**config.mk**
```make
export PLATFORM = sky130hd
export DESIGN_NAME = nfl_cell
export DESIGN_NICKNAME = d
export VERILOG_FILES = /design/src/hw/rtl/nfl_pkg.sv /design/src/hw/rtl/nfl_cell.sv
export SDC_FILE = /design/constraint.sdc
export NUM_CORES = 1
export LEC_CHECK = 0
export BUFFER_PORTS_ARGS = -buffer_cell sky130_fd_sc_hd__buf_2
export CAP_MARGIN = 0
export CORE_ASPECT_RATIO = 0.9
export CORE_MARGIN = 1.5
export CORE_UTILIZATION = 46
export DETAILED_ROUTE_END_ITERATION = 10
export PLACE_DENSITY = 0.83
export SYNTH_ARGS = -nofsm -noshare
export SYNTH_HDL_FRONTEND = slang
export SYNTH_SLANG_ARGS = --single-unit
```
**constraint.sdc**
```tcl
create_clock -name i_clk -period 59.6 [get_ports i_clk]
set_input_delay 5.96 -clock i_clk [delete_from_list [all_inputs] [get_ports i_clk]]
set_output_delay 5.96 -clock i_clk [all_outputs]
set_load 0.02 [all_outputs]
```
**src/hw/rtl/nfl_pkg.sv**
```systemverilog
// Package for the name frequency leader block: sizes, payload and link types,
// and helpers that narrow internal values onto the fixed output fields.
// No dependencies.
package nfl_pkg;

    localparam int ENTRIES    = 64;
    localparam int NAME_BYTES = 29;
    localparam int COUNT_BITS = 16;

    localparam int SLOT_BITS = (ENTRIES > 1) ? $clog2(ENTRIES) : 1;
    localparam int POS_BITS  = $clog2(NAME_BYTES + 1);
    localparam int NAME_W    = NAME_BYTES * 8;

    localparam int OUT_SLOT_BITS  = 6;
    localparam int OUT_COUNT_BITS = 16;

    localparam logic [COUNT_BITS-1:0] COUNT_MAX = '1;

    typedef struct packed {
        logic [7:0] name_char;
        logic       name_last;
    } t_in_item;

    typedef struct packed {
        logic [OUT_SLOT_BITS-1:0]  slot;
        logic [OUT_COUNT_BITS-1:0] occurrences;
        logic                      is_new;
        logic                      table_full;
        logic [OUT_SLOT_BITS-1:0]  leader_slot;
        logic [OUT_COUNT_BITS-1:0] leader_count;
    } t_out_item;

    // Completed name traveling down the row of cells.
    typedef struct packed {
        logic                  valid;
        logic                  done;
        logic                  is_new;
        logic [SLOT_BITS-1:0]  slot;
        logic [COUNT_BITS-1:0] count;
        logic [NAME_W-1:0]     name;
    } t_query;

    function automatic logic [OUT_SLOT_BITS-1:0] to_out_slot(
        input logic [SLOT_BITS-1:0] s
    );
        logic [SLOT_BITS+OUT_SLOT_BITS-1:0] w;
        w = {{OUT_SLOT_BITS{1'b0}}, s};
        return w[OUT_SLOT_BITS-1:0];
    endfunction

    function automatic logic [OUT_COUNT_BITS-1:0] to_out_count(
        input logic [COUNT_BITS-1:0] c
    );
        logic [COUNT_BITS+OUT_COUNT_BITS-1:0] w;
        w = {{OUT_COUNT_BITS{1'b0}}, c};
        return w[OUT_COUNT_BITS-1:0];
    endfunction

endpackage

```
**src/hw/rtl/nfl_cell.sv**
```systemverilog
// One table cell: holds a stored name and its count, resolves a passing name
// by hit or insert, and hands the name on to the next cell. Depends on nfl_pkg.
module nfl_cell (
    input  logic            i_clk,
    input  logic            i_rst_n,
    input  logic            i_adv,
    input  nfl_pkg::t_query i_q,
    output nfl_pkg::t_query o_q
);

    logic [nfl_pkg::NAME_W-1:0]     r_name;
    logic [nfl_pkg::NAME_W-1:0]     n_name;
    logic [nfl_pkg::COUNT_BITS-1:0] r_count;
    logic [nfl_pkg::COUNT_BITS-1:0] n_count;
    logic                           r_used;
    logic                           n_used;
    nfl_pkg::t_query                r_q;
    nfl_pkg::t_query                n_q;

    always_comb begin
        n_name  = r_name;
        n_count = r_count;
        n_used  = r_used;
        n_q     = i_q;
        if (i_q.valid && !i_q.done) begin
            if (r_used && (r_name == i_q.name)) begin
                // Hit: bump count, saturate at the top.
                if (r_count != nfl_pkg::COUNT_MAX) begin
                    n_count = r_count + 1'b1;
                end
                n_q.done  = 1'b1;
                n_q.count = n_count;
            end else if (!r_used) begin
                // First free cell: claim it.
                n_name     = i_q.name;
                n_count    = nfl_pkg::COUNT_BITS'(1);
                n_used     = 1'b1;
                n_q.done   = 1'b1;
                n_q.is_new = 1'b1;
                n_q.count  = nfl_pkg::COUNT_BITS'(1);
            end else begin
                n_q.slot = i_q.slot + 1'b1;
            end
        end
    end

    always_ff @(posedge i_clk) begin
        if (!i_rst_n) begin
            r_used  <= 1'b0;
            r_q     <= '0;
        end else if (i_adv) begin
            r_used  <= n_used;
            r_q     <= n_q;
        end
    end

    always_ff @(posedge i_clk) begin
        if (i_adv) begin
            r_name  <= n_name;
            r_count <= n_count;
        end
    end

    assign o_q = r_q;

endmodule

```
==> key figures <==
Outcome
  – Outcome: finished, final reports clean

Timing
  – Achievable Freq: 101.0 MHz
  – Fin. Hold Viols: 0
  – Unrepaired setup endpoints after global routing: no
  – Min Tclk post-route: 9902 ps
  – Fin worst setup slack: 49700 ps
  – Setup_tns: 0 ps
  – Slew Viols, Final: 0
  – Relative slew slack: 0.1025
  – Final Setup Violations: 0
  – Worst-Margin Slew: 1341 ps
  – Worst Clk Skew: 17.50 ps
  – Final Cycle Share: 0.1661

Yosys
  – Commonest cells post-synth: 258 x dfxtp_1, 248 x edfxtp_1, 241 x xor2_1, 235 x nor2b_1, 234 x mux2i_1
  – Synth Area in Adders: 0.001236
  – Post-synthesis simple-gate area fraction: 0.1185
  – Synth Area per Inst: 13.26 sq um
  – Syn. warnings: 0
  – Largest family of logic cells by synthesized area: simple AND/OR/NAND/NOR gates
  – Synth Instances: 1527
  – Syn nets: 1789
  – Ys async rst share: 0
  – Yosys top cell area share: 0.3678
  – Ys flop type: dfxtp_1
  – Synth Register Bits: 506
  – Synth Area in Compound Gates: 0.02169
  – Synth top area cells: edfxtp_1 37%, dfxtp_1 26%, mux2i_1 12%
  – Unique masters post-synth: 42
  – Synthesized area: 20250 sq um
  – Mux share of post-synthesis cell area: 0.1162
  – Count leader, synth: dfxtp_1
  – Seq/Total Area, Yosys: 0.6230
  – Largest area contributor in the netlist: edfxtp_1
  – Synth Area in XOR/XNOR: 0.1051
  – Post-synth EDFFs: 248

Clock network
  – CTS clk-pin slew, worst paths: 60 ps
  – TritonCTS clock tree: yes
  – CTS buffer count: 52
  – Setup Buffers After CTS: 0
  – Worst-Skew Late Latency: 590 ps
  – CTS Buffer Depth: 3
  – Post-cts hold buffer count: 0
  – Clk sinks: 506
  – Root buf cell: clkbuf_16
  – CTS resizes: 0
  – H-tree levels: 2

Global routing
  – Largest net degree at the start of global routing: 183
  – Global-route wire length before repair: 79250 um
  – Grt total ovfl: 0
  – Number of global-route vias before repair: 13800
  – GR Util All Layers: 0.2255
  – Initial antenna violation count: 8

Power and ir drop
  – Leakage: 10.78 nW
  – Power, Total: 0.8006 mW
  – PwrDens: 31.88 nW/um^2
  – Peak supply drop: 0.02595 mV

Routing
  – WL final: 52350 um
  – Number of remaining DRC errors: 0
  – Total via count in the routed design: 13690
  – Initial DRC count: 857
  – Vias/cell: 5.187
  – 1st-pass router iterations: 6
  – WL/cell: 19.84 um
  – Antenna violation net count after detailed routing: 0

Floorplan
  – Row cnt: 72
  – Die width: 224.1 um
  – Core Region: 43240 sq um
  – Initial core utilization: 0.4682
  – Die H: 202.0 um
  – Die area: 45280 sq um
  – # IOs: 517

Place
  – Detailed placement HPWL: 37380 um
  – Port Buf Inserts: 516
  – Global placement routability congestion: 0.8980
  – Post-Place Cells: 2538
  – Post-Place Setup Slack: 48860 ps
  – Area after DPL: 23360 sq um

Finish
  – Design Area, Final: 25110 sq um
  – Fillers: 3484
  – Syn-to-layout area delta: 24.05%
  – Share of cells above drive strength 1: 0.2994
  – Final layout net count: 2299
  – Final cell count without fillers: 2639

Min path
  – HP Start: o_q[256]
  – Hold crit path type: flop to flop

Worst setup path
  – FF-to-FF Start: r_name[10]
  – Arrival time worst endpoint: 10080 ps
  – Setup CP Type: input pin to flop
  – Worst Setup SP: i_q[10]
  – Nature of the critical path endpoint: flop
  – CP Data Required Time: 59780 ps
  – Startpoint types: input pin
  – CP Max Fanout: 20

Flow run
  – Maxcap violations: 0
## logic make-up after synthesis
group / after synthesis
XOR/XNOR: 243
buffers and inverters: 76
AO/OA/AOI/OAI: 67
flip-flops: 506
AND/OR/NAND/NOR: 398
multiplexers: 235
adder cells (fa/ha/maj): 2
## flip-flops by register name, summed over array words and instances (netlist names)
register / cells
r_used: 1
r_name: 232
o_q: 257
r_count: 16
## power breakdown
group	internal (mW)	switching (mW)	leakage, nW
clock	0.193	0.137	0.861
combinational	0.0320	0.0503	5.48
sequential	0.381	0.00757	4.44
## area by class of cell
type	count	area (sq um)	area share
timing repair buffer	525	2666	0.1062
sequential	506	12610	0.5022
clock inverter	24	252.7	0.01006
clock buffer	74	1496	0.05959
inverter	7	26.28	0.001046
tap	555	694.4	0.02765
antenna	3	7.507	0.0002989
multi-input combinational	945	7358	0.2930
## layer usage
metal | global-route usage | part of all wire | vias to the layer above
li1 | - | - | 6424
met1 | 0.2776 | 0.41 | 6632
met2 | 0.3834 | 0.48 | 530
met3 | 0.06222 | 0.080 | 91
met4 | 0.07191 | 0.023 | 12
met5 | 0 | 0.0016 | -
## cell usage in the layout (no fill, tap or decap), drive strengths merged, types with 2 or more instances in the layout
cell / count
buf: 525
dfxtp: 258
edfxtp: 248
xor2: 241
nor2b: 235
mux2i: 234
clkbuf: 74
nor4: 63
o21ai: 25
nand4: 21
nand2: 20
nor2: 19
clkinv: 14
a31oi: 13
nand3: 13
inv: 11
or3: 9
a31o: 8
o31ai: 6
and2: 4
and3: 4
bufinv: 4
nor3: 4
diode: 3
o211ai: 2
a21oi: 2
and4: 2
xnor2: 2
nand2b: 2
o21a: 2
ha: 2
clkinvlp: 2
## final timing paths
check | to | slack [ps] | cells after the start
max | r_count[6] | 49700 | 8
min | o_q[256] | 500 | 2
max reg2reg | r_count[6] | 54800 | 7
min reg2reg | o_q[256] | 500 | 2
## stage by stage
step | hold WS (ps) | util
after floorplan | 463.9 | -
after global placement | 468.7 | 0.5402
after detailed placement | 478.7 | 0.5402
after CTS | 488.2 | 0.5806
after global routing | 508.5 | 0.5807
final | 496.1 | 0.5808
## critical path, stage by stage
cell	delay, ps
buf_2	120
xor2_1	160
nor4_1	620
nand4_1	190
nor4_2	690
a41oi_2	670
nand2b_1	540
nor2_1	1120
(Power assumes the default switching activity.)
