===== src/hw/rtl/nfl_pkg.sv =====
// Package for the name frequency leader block: sizes, payload and link types,
// and helpers that narrow internal values onto the fixed output fields.
// No dependencies.
package nfl_pkg;

    localparam int ENTRIES    = 64;
    localparam int NAME_BYTES = 29;
    localparam int COUNT_BITS = 16;

    localparam int SLOT_BITS = (ENTRIES > 1) ? $clog2(ENTRIES) : 1;
    localparam int POS_BITS  = $clog2(NAME_BYTES + 1);
    localparam int NAME_W    = NAME_BYTES * 8;

    localparam int OUT_SLOT_BITS  = 6;
    localparam int OUT_COUNT_BITS = 16;

    localparam logic [COUNT_BITS-1:0] COUNT_MAX = '1;

    typedef struct packed {
        logic [7:0] name_char;
        logic       name_last;
    } t_in_item;

    typedef struct packed {
        logic [OUT_SLOT_BITS-1:0]  slot;
        logic [OUT_COUNT_BITS-1:0] occurrences;
        logic                      is_new;
        logic                      table_full;
        logic [OUT_SLOT_BITS-1:0]  leader_slot;
        logic [OUT_COUNT_BITS-1:0] leader_count;
    } t_out_item;

    // Completed name traveling down the row of cells.
    typedef struct packed {
        logic                  valid;
        logic                  done;
        logic                  is_new;
        logic [SLOT_BITS-1:0]  slot;
        logic [COUNT_BITS-1:0] count;
        logic [NAME_W-1:0]     name;
    } t_query;

    function automatic logic [OUT_SLOT_BITS-1:0] to_out_slot(
        input logic [SLOT_BITS-1:0] s
    );
        logic [SLOT_BITS+OUT_SLOT_BITS-1:0] w;
        w = {{OUT_SLOT_BITS{1'b0}}, s};
        return w[OUT_SLOT_BITS-1:0];
    endfunction

    function automatic logic [OUT_COUNT_BITS-1:0] to_out_count(
        input logic [COUNT_BITS-1:0] c
    );
        logic [COUNT_BITS+OUT_COUNT_BITS-1:0] w;
        w = {{OUT_COUNT_BITS{1'b0}}, c};
        return w[OUT_COUNT_BITS-1:0];
    endfunction

endpackage


===== src/hw/rtl/nfl_collect.sv =====
// Byte collector: assembles one zero-padded name from the byte stream and
// launches it into the cell row on its last byte. Depends on nfl_pkg.
module nfl_collect (
    input  logic             i_clk,
    input  logic             i_rst_n,
    input  logic             i_take,
    input  nfl_pkg::t_in_item i_item,
    output nfl_pkg::t_query  o_q
);

    logic [nfl_pkg::NAME_W-1:0]   r_buf;
    logic [nfl_pkg::NAME_W-1:0]   n_buf;
    logic [nfl_pkg::POS_BITS-1:0] r_pos;
    logic [nfl_pkg::POS_BITS-1:0] n_pos;
    logic [nfl_pkg::NAME_W-1:0]   w_name;

    // Merge the current byte at the write position; past the end, ignore it.
    always_comb begin
        for (int b = 0; b < nfl_pkg::NAME_BYTES; b++) begin
            if (r_pos == nfl_pkg::POS_BITS'(b)) begin
                w_name[b*8 +: 8] = i_item.name_char;
            end else begin
                w_name[b*8 +: 8] = r_buf[b*8 +: 8];
            end
        end
    end

    always_comb begin
        n_buf = r_buf;
        n_pos = r_pos;
        if (i_take) begin
            if (i_item.name_last) begin
                n_buf = '0;
                n_pos = '0;
            end else begin
                n_buf = w_name;
                if (r_pos < nfl_pkg::POS_BITS'(nfl_pkg::NAME_BYTES)) begin
                    n_pos = r_pos + 1'b1;
                end
            end
        end
    end

    always_ff @(posedge i_clk) begin
        if (!i_rst_n) begin
            r_buf <= '0;
            r_pos <= '0;
        end else begin
            r_buf <= n_buf;
            r_pos <= n_pos;
        end
    end

    always_comb begin
        o_q        = '0;
        o_q.valid  = i_take && i_item.name_last;
        o_q.name   = w_name;
    end

endmodule


===== config.mk =====
export PLATFORM = sky130hd
export DESIGN_NAME = nfl_collect
export DESIGN_NICKNAME = d
export VERILOG_FILES = /design/src/hw/rtl/nfl_pkg.sv /design/src/hw/rtl/nfl_collect.sv
export SDC_FILE = /design/constraint.sdc
export NUM_CORES = 1
export LEC_CHECK = 0
export BUFFER_PORTS_ARGS = -buffer_cell sky130_fd_sc_hd__buf_2
export CORE_MARGIN = 2
export CORE_UTILIZATION = 42
export DETAILED_ROUTE_END_ITERATION = 7
export GPL_TIMING_DRIVEN = 1
export PLACE_DENSITY = 0.71
export REMOVE_ABC_BUFFERS = 1
export SLEW_MARGIN = 20
export SYNTH_ARGS = -nofsm -noshare
export SYNTH_HDL_FRONTEND = slang
export SYNTH_SLANG_ARGS = --single-unit

===== constraint.sdc =====
create_clock -name i_clk -period 2.5 [get_ports i_clk]
set_input_delay 0.25 -clock i_clk [delete_from_list [all_inputs] [get_ports i_clk]]
set_output_delay 0.25 -clock i_clk [all_outputs]
set_load 0.05 [all_outputs]

==> flow_summary_export.csv <==
group,metric,value,unit
status,status,"finished with violations",
status,failed_checks,"negative setup slack",
yosys,syn_area,11700,um2
drt,wire_per_inst,21.2,um
timing,max_freq,398,MHz
yosys,synth.area.top_cells,"dfxtp_1 40%, mux2_2 16%, a22oi_1 9.7%, nand2_1 6.9%, nor2_1 5.2%",
placed_design,gp_congestion,0.818,
timing,layout_setup_ws,-0.0111,ns
yosys,synth_top_area_frac,0.405,
yosys,yosysSeqAreaShare,0.405,
critical_path,critPathLaunch,"r_pos[1]",
pwr,swShare,0.258,
pwr,powerDensity,541,nW/um2
yosys,avgSynthCellArea,9.04,um2
yosys,ys.flop_type,"dfxtp_1",
timing,drv_slew,0,
critical_path,path_cells,"inv_4, ha_4, nor4b_4, buf_6, mux2_2, buf_2",
yosys,synth_area_leader_cell,"dfxtp_1",
clocking,path_clk_slew,0.06,ns
global_route,grt_max_degree,65,
timing,min_period,2.51,ns
yosys,synth_most_common_cell,"dfxtp_1",
yosys,synth_commonest_cells,"237 x dfxtp_1, 214 x nand2_1, 162 x mux2_2",
critical_path,crit_arrival,2.26,ns
layout,layout.nets,1571,
critical_path,reg2reg_from,"r_pos[1]",
floorplan,die_area,29200,um2
placed_design,hpwl,24.5,mm
critical_path,crit_path_max_incr_delay,0.38,ns
critical_path,cp_max_fo,8,
yosys,syn_inst,1296,
global_route,grt_pass1_wl,58.8,mm
clocking,h-tree-depth,1,
flow_run,max-cap-violations,0,
pwr,p_sw,2.15,mW
clocking,cts_tree,"done",
pwr,p_int,6.16,mW
yosys,synth_edf_count,0,
global_route,antenna_found_initial,0,
floorplan,rows,61,
timing,finalSetupTns,-0.0318,ns
layout,design_area,15300,um2
floorplan,die_h,171,um
timing,setup_violations,5,
pwr,ir_worst_vdd,0.425,mV
placed_design,port_buffers,244,
pwr,p_clk_frac,0.455,
clocking,cts_buffer_depth,3,
global_route,use_met2,0.420,
drt,drtAntennaViolNets,0,
clocking,clk_latency,0.54,ns
floorplan,start_util,0.424,
worst_hold_path,hold_class,"input port to flip-flop",
drt,drt_iter0_drc,1169,
worst_hold_path,min-delay-start,"i_rst_n",
critical_path,cpMaxStageDelayCell,"dfxtp_4",
timing,rsz0062_at_grt,"yes",
drt,firstDrtPassIters,5,
placed_design,dpl_cell_area,13200,um2
clocking,cts_sinks,237,
yosys,ys_async_sr_fraction,0,
timing,worst_pin_slew,0.711,ns
layout,drive_gt1_frac,0.408,
critical_path,crit_required,2.25,ns
critical_path,crit_path_end_kind,"primary output",
layout,area.sequential,4760,um2
yosys,synth_cell_types,48,
layout,multi_input_area,6560,um2
global_route,grt_pass1_vias,9933,
drt,viasPerCell,5.61,
layout,area_growth,31.0,%
floorplan,core_area,27600,um2
pwr,p_leak,6.94,nW
yosys,yosys_warnings,0,
global_route,top_usage_layer,"met2",
drt,wl,41.4,mm
global_route,met1_usage,0.353,
timing,hold_viol_final,0,
drt,vias,10900,
timing,relSlewSlack,0.523,
timing,fin_crit_sh,1.00,
floorplan,die_w,171,um
layout,nFillCells,2450,
layout,diodes,0,
floorplan,boundaryPins,269,
clocking,root_buffer,"clkbuf_16",
pwr,seqPwrFrac,0.456,
pwr,power_frac_comb,0.089,
global_route,grt_use_met3,0.0518,
global_route,grt-ovfl-total,0,
critical_path,worstSetupPathType,"flip-flop to primary output",
clocking,holdBufCountCts,0,
global_route,track_usage,0.258,
timing,fin_worst_skew,0.0105,ns
clocking,numCtsBuffers,26,
yosys,yosys_register_bits,237,
drt,drc,0,
critical_path,startpoint_type,"flip-flop",
-- metal layers --
layer / share of wire / routed length (um)
met2: 0.45 / 18700
met1: 0.44 / 18000
met3: 0.089 / 3680
met4: 0.024 / 994
met5: 0 / 0
-- layout make-up --
type	instances	area share
clock buffer	40	0.0497
clock inverter	7	0.00465
inverter	4	0.00147
multi-input combinational	918	0.427
sequential	237	0.310
tap	378	0.0308
timing repair buffer	367	0.176
-- power by group through the flow --
| stage | logic (mW) | clock network (mW) | registers, mW |
|---|---|---|---|
| final | 0.737 | 3.78 | 3.79 |
| after global placement | 0.671 | 0 | 3.87 |
| after floorplan | 0.354 | 0 | 3.87 |
| after global routing | 0.766 | 3.98 | 3.79 |
| after CTS | 0.701 | 3.82 | 3.79 |
| after detailed placement | 0.672 | 0 | 3.87 |
-- what timing repair did --
item | CTS | global route
gates cloned | 6 | 4
buffers inserted | 35 | 18
resized for setup | 110 | 148
pin swaps | 9 | 8
endpoints found under the setup margin | 232 | 182
-- cells in the final DEF (no fill, tap or decap), types with 4 or more instances in the layout --
master     netlist  layout
nor4bb_4         0       5
mux2_4           6      39
o21ai_1         13      13
ha_4             0       5
clkinv_2         0       5
dfxtp_1        237     232
o21ai_4          4       4
and4b_4          0       5
a22oi_1        152     152
buf_4           36      98
buf_8            1       8
clkbuf_16        0      26
a22o_1          64      64
mux2_2         162     129
a21oi_1         16      16
buf_6            6      55
o21ai_2         11      11
clkbuf_4         0       7
nand4b_1         4       4
nor2b_1          9       8
and3_1          10       7
nand2_1        214     213
and2_1           8       8
conb_1           1      24
clkbuf_8         0       6
clkbuf_1        72       8
buf_12           0      11
buf_2           44     185
nor2_1         161     161
dfxtp_4          0       5
-- per-stage QoR --
stage	hold slack [ns]	util	cells	setup WS (ns)	power [mW]
2_1_floorplan	0.352	-	1158	-0.865	4.23
3_3_place_gp	0.444	0.479	1841	0.154	4.54
3_5_place_dp	0.448	0.479	1841	0.133	4.55
4_1_cts	0.154	0.534	1929	-0.0126	8.32
5_1_grt	0.193	0.556	1951	-0.0647	8.53
6_report	0.173	0.556	1951	-0.0111	8.30
-- critical path, delay by kind of cell, from the launching register on --
| family | cells | cell delay [ns] |
|---|---|---|
| DFF | 1 | 0.38 |
| and+or+nand+nor | 1 | 0.29 |
| adders and majority gates | 1 | 0.19 |
| buffers and inverters | 3 | 0.49 |
| muxes | 1 | 0.36 |
-- kinds of logic (layout without fill, tap and decap cells) --
family / count (synthesis) / count (layout) / synth area share
simple gates: 451 / 452 / 0.175
other cells: 1 / 24 / 0.000320
fa+ha+maj: 5 / 5 / 0.00534
compound gates: 267 / 267 / 0.175
mux: 170 / 170 / 0.165
flops: 237 / 237 / 0.405
buf+inv: 165 / 418 / 0.0740
-- registers in the layout (all words and copies together) (netlist names) --
register,cells
r_buf,232
r_pos,5
-- final timing paths --
path / endpoint / slack (ns) / cells past startpoint
hold / removal: r_pos[1] / 0.17 / 3
setup / recovery: o_q[9] / -0.01 / 6
hold reg to reg: r_buf[114] / 0.46 / 2
setup reg to reg: r_buf[33] / 0.08 / 11
No activity file was read; power rests on OpenSTA's default activity.
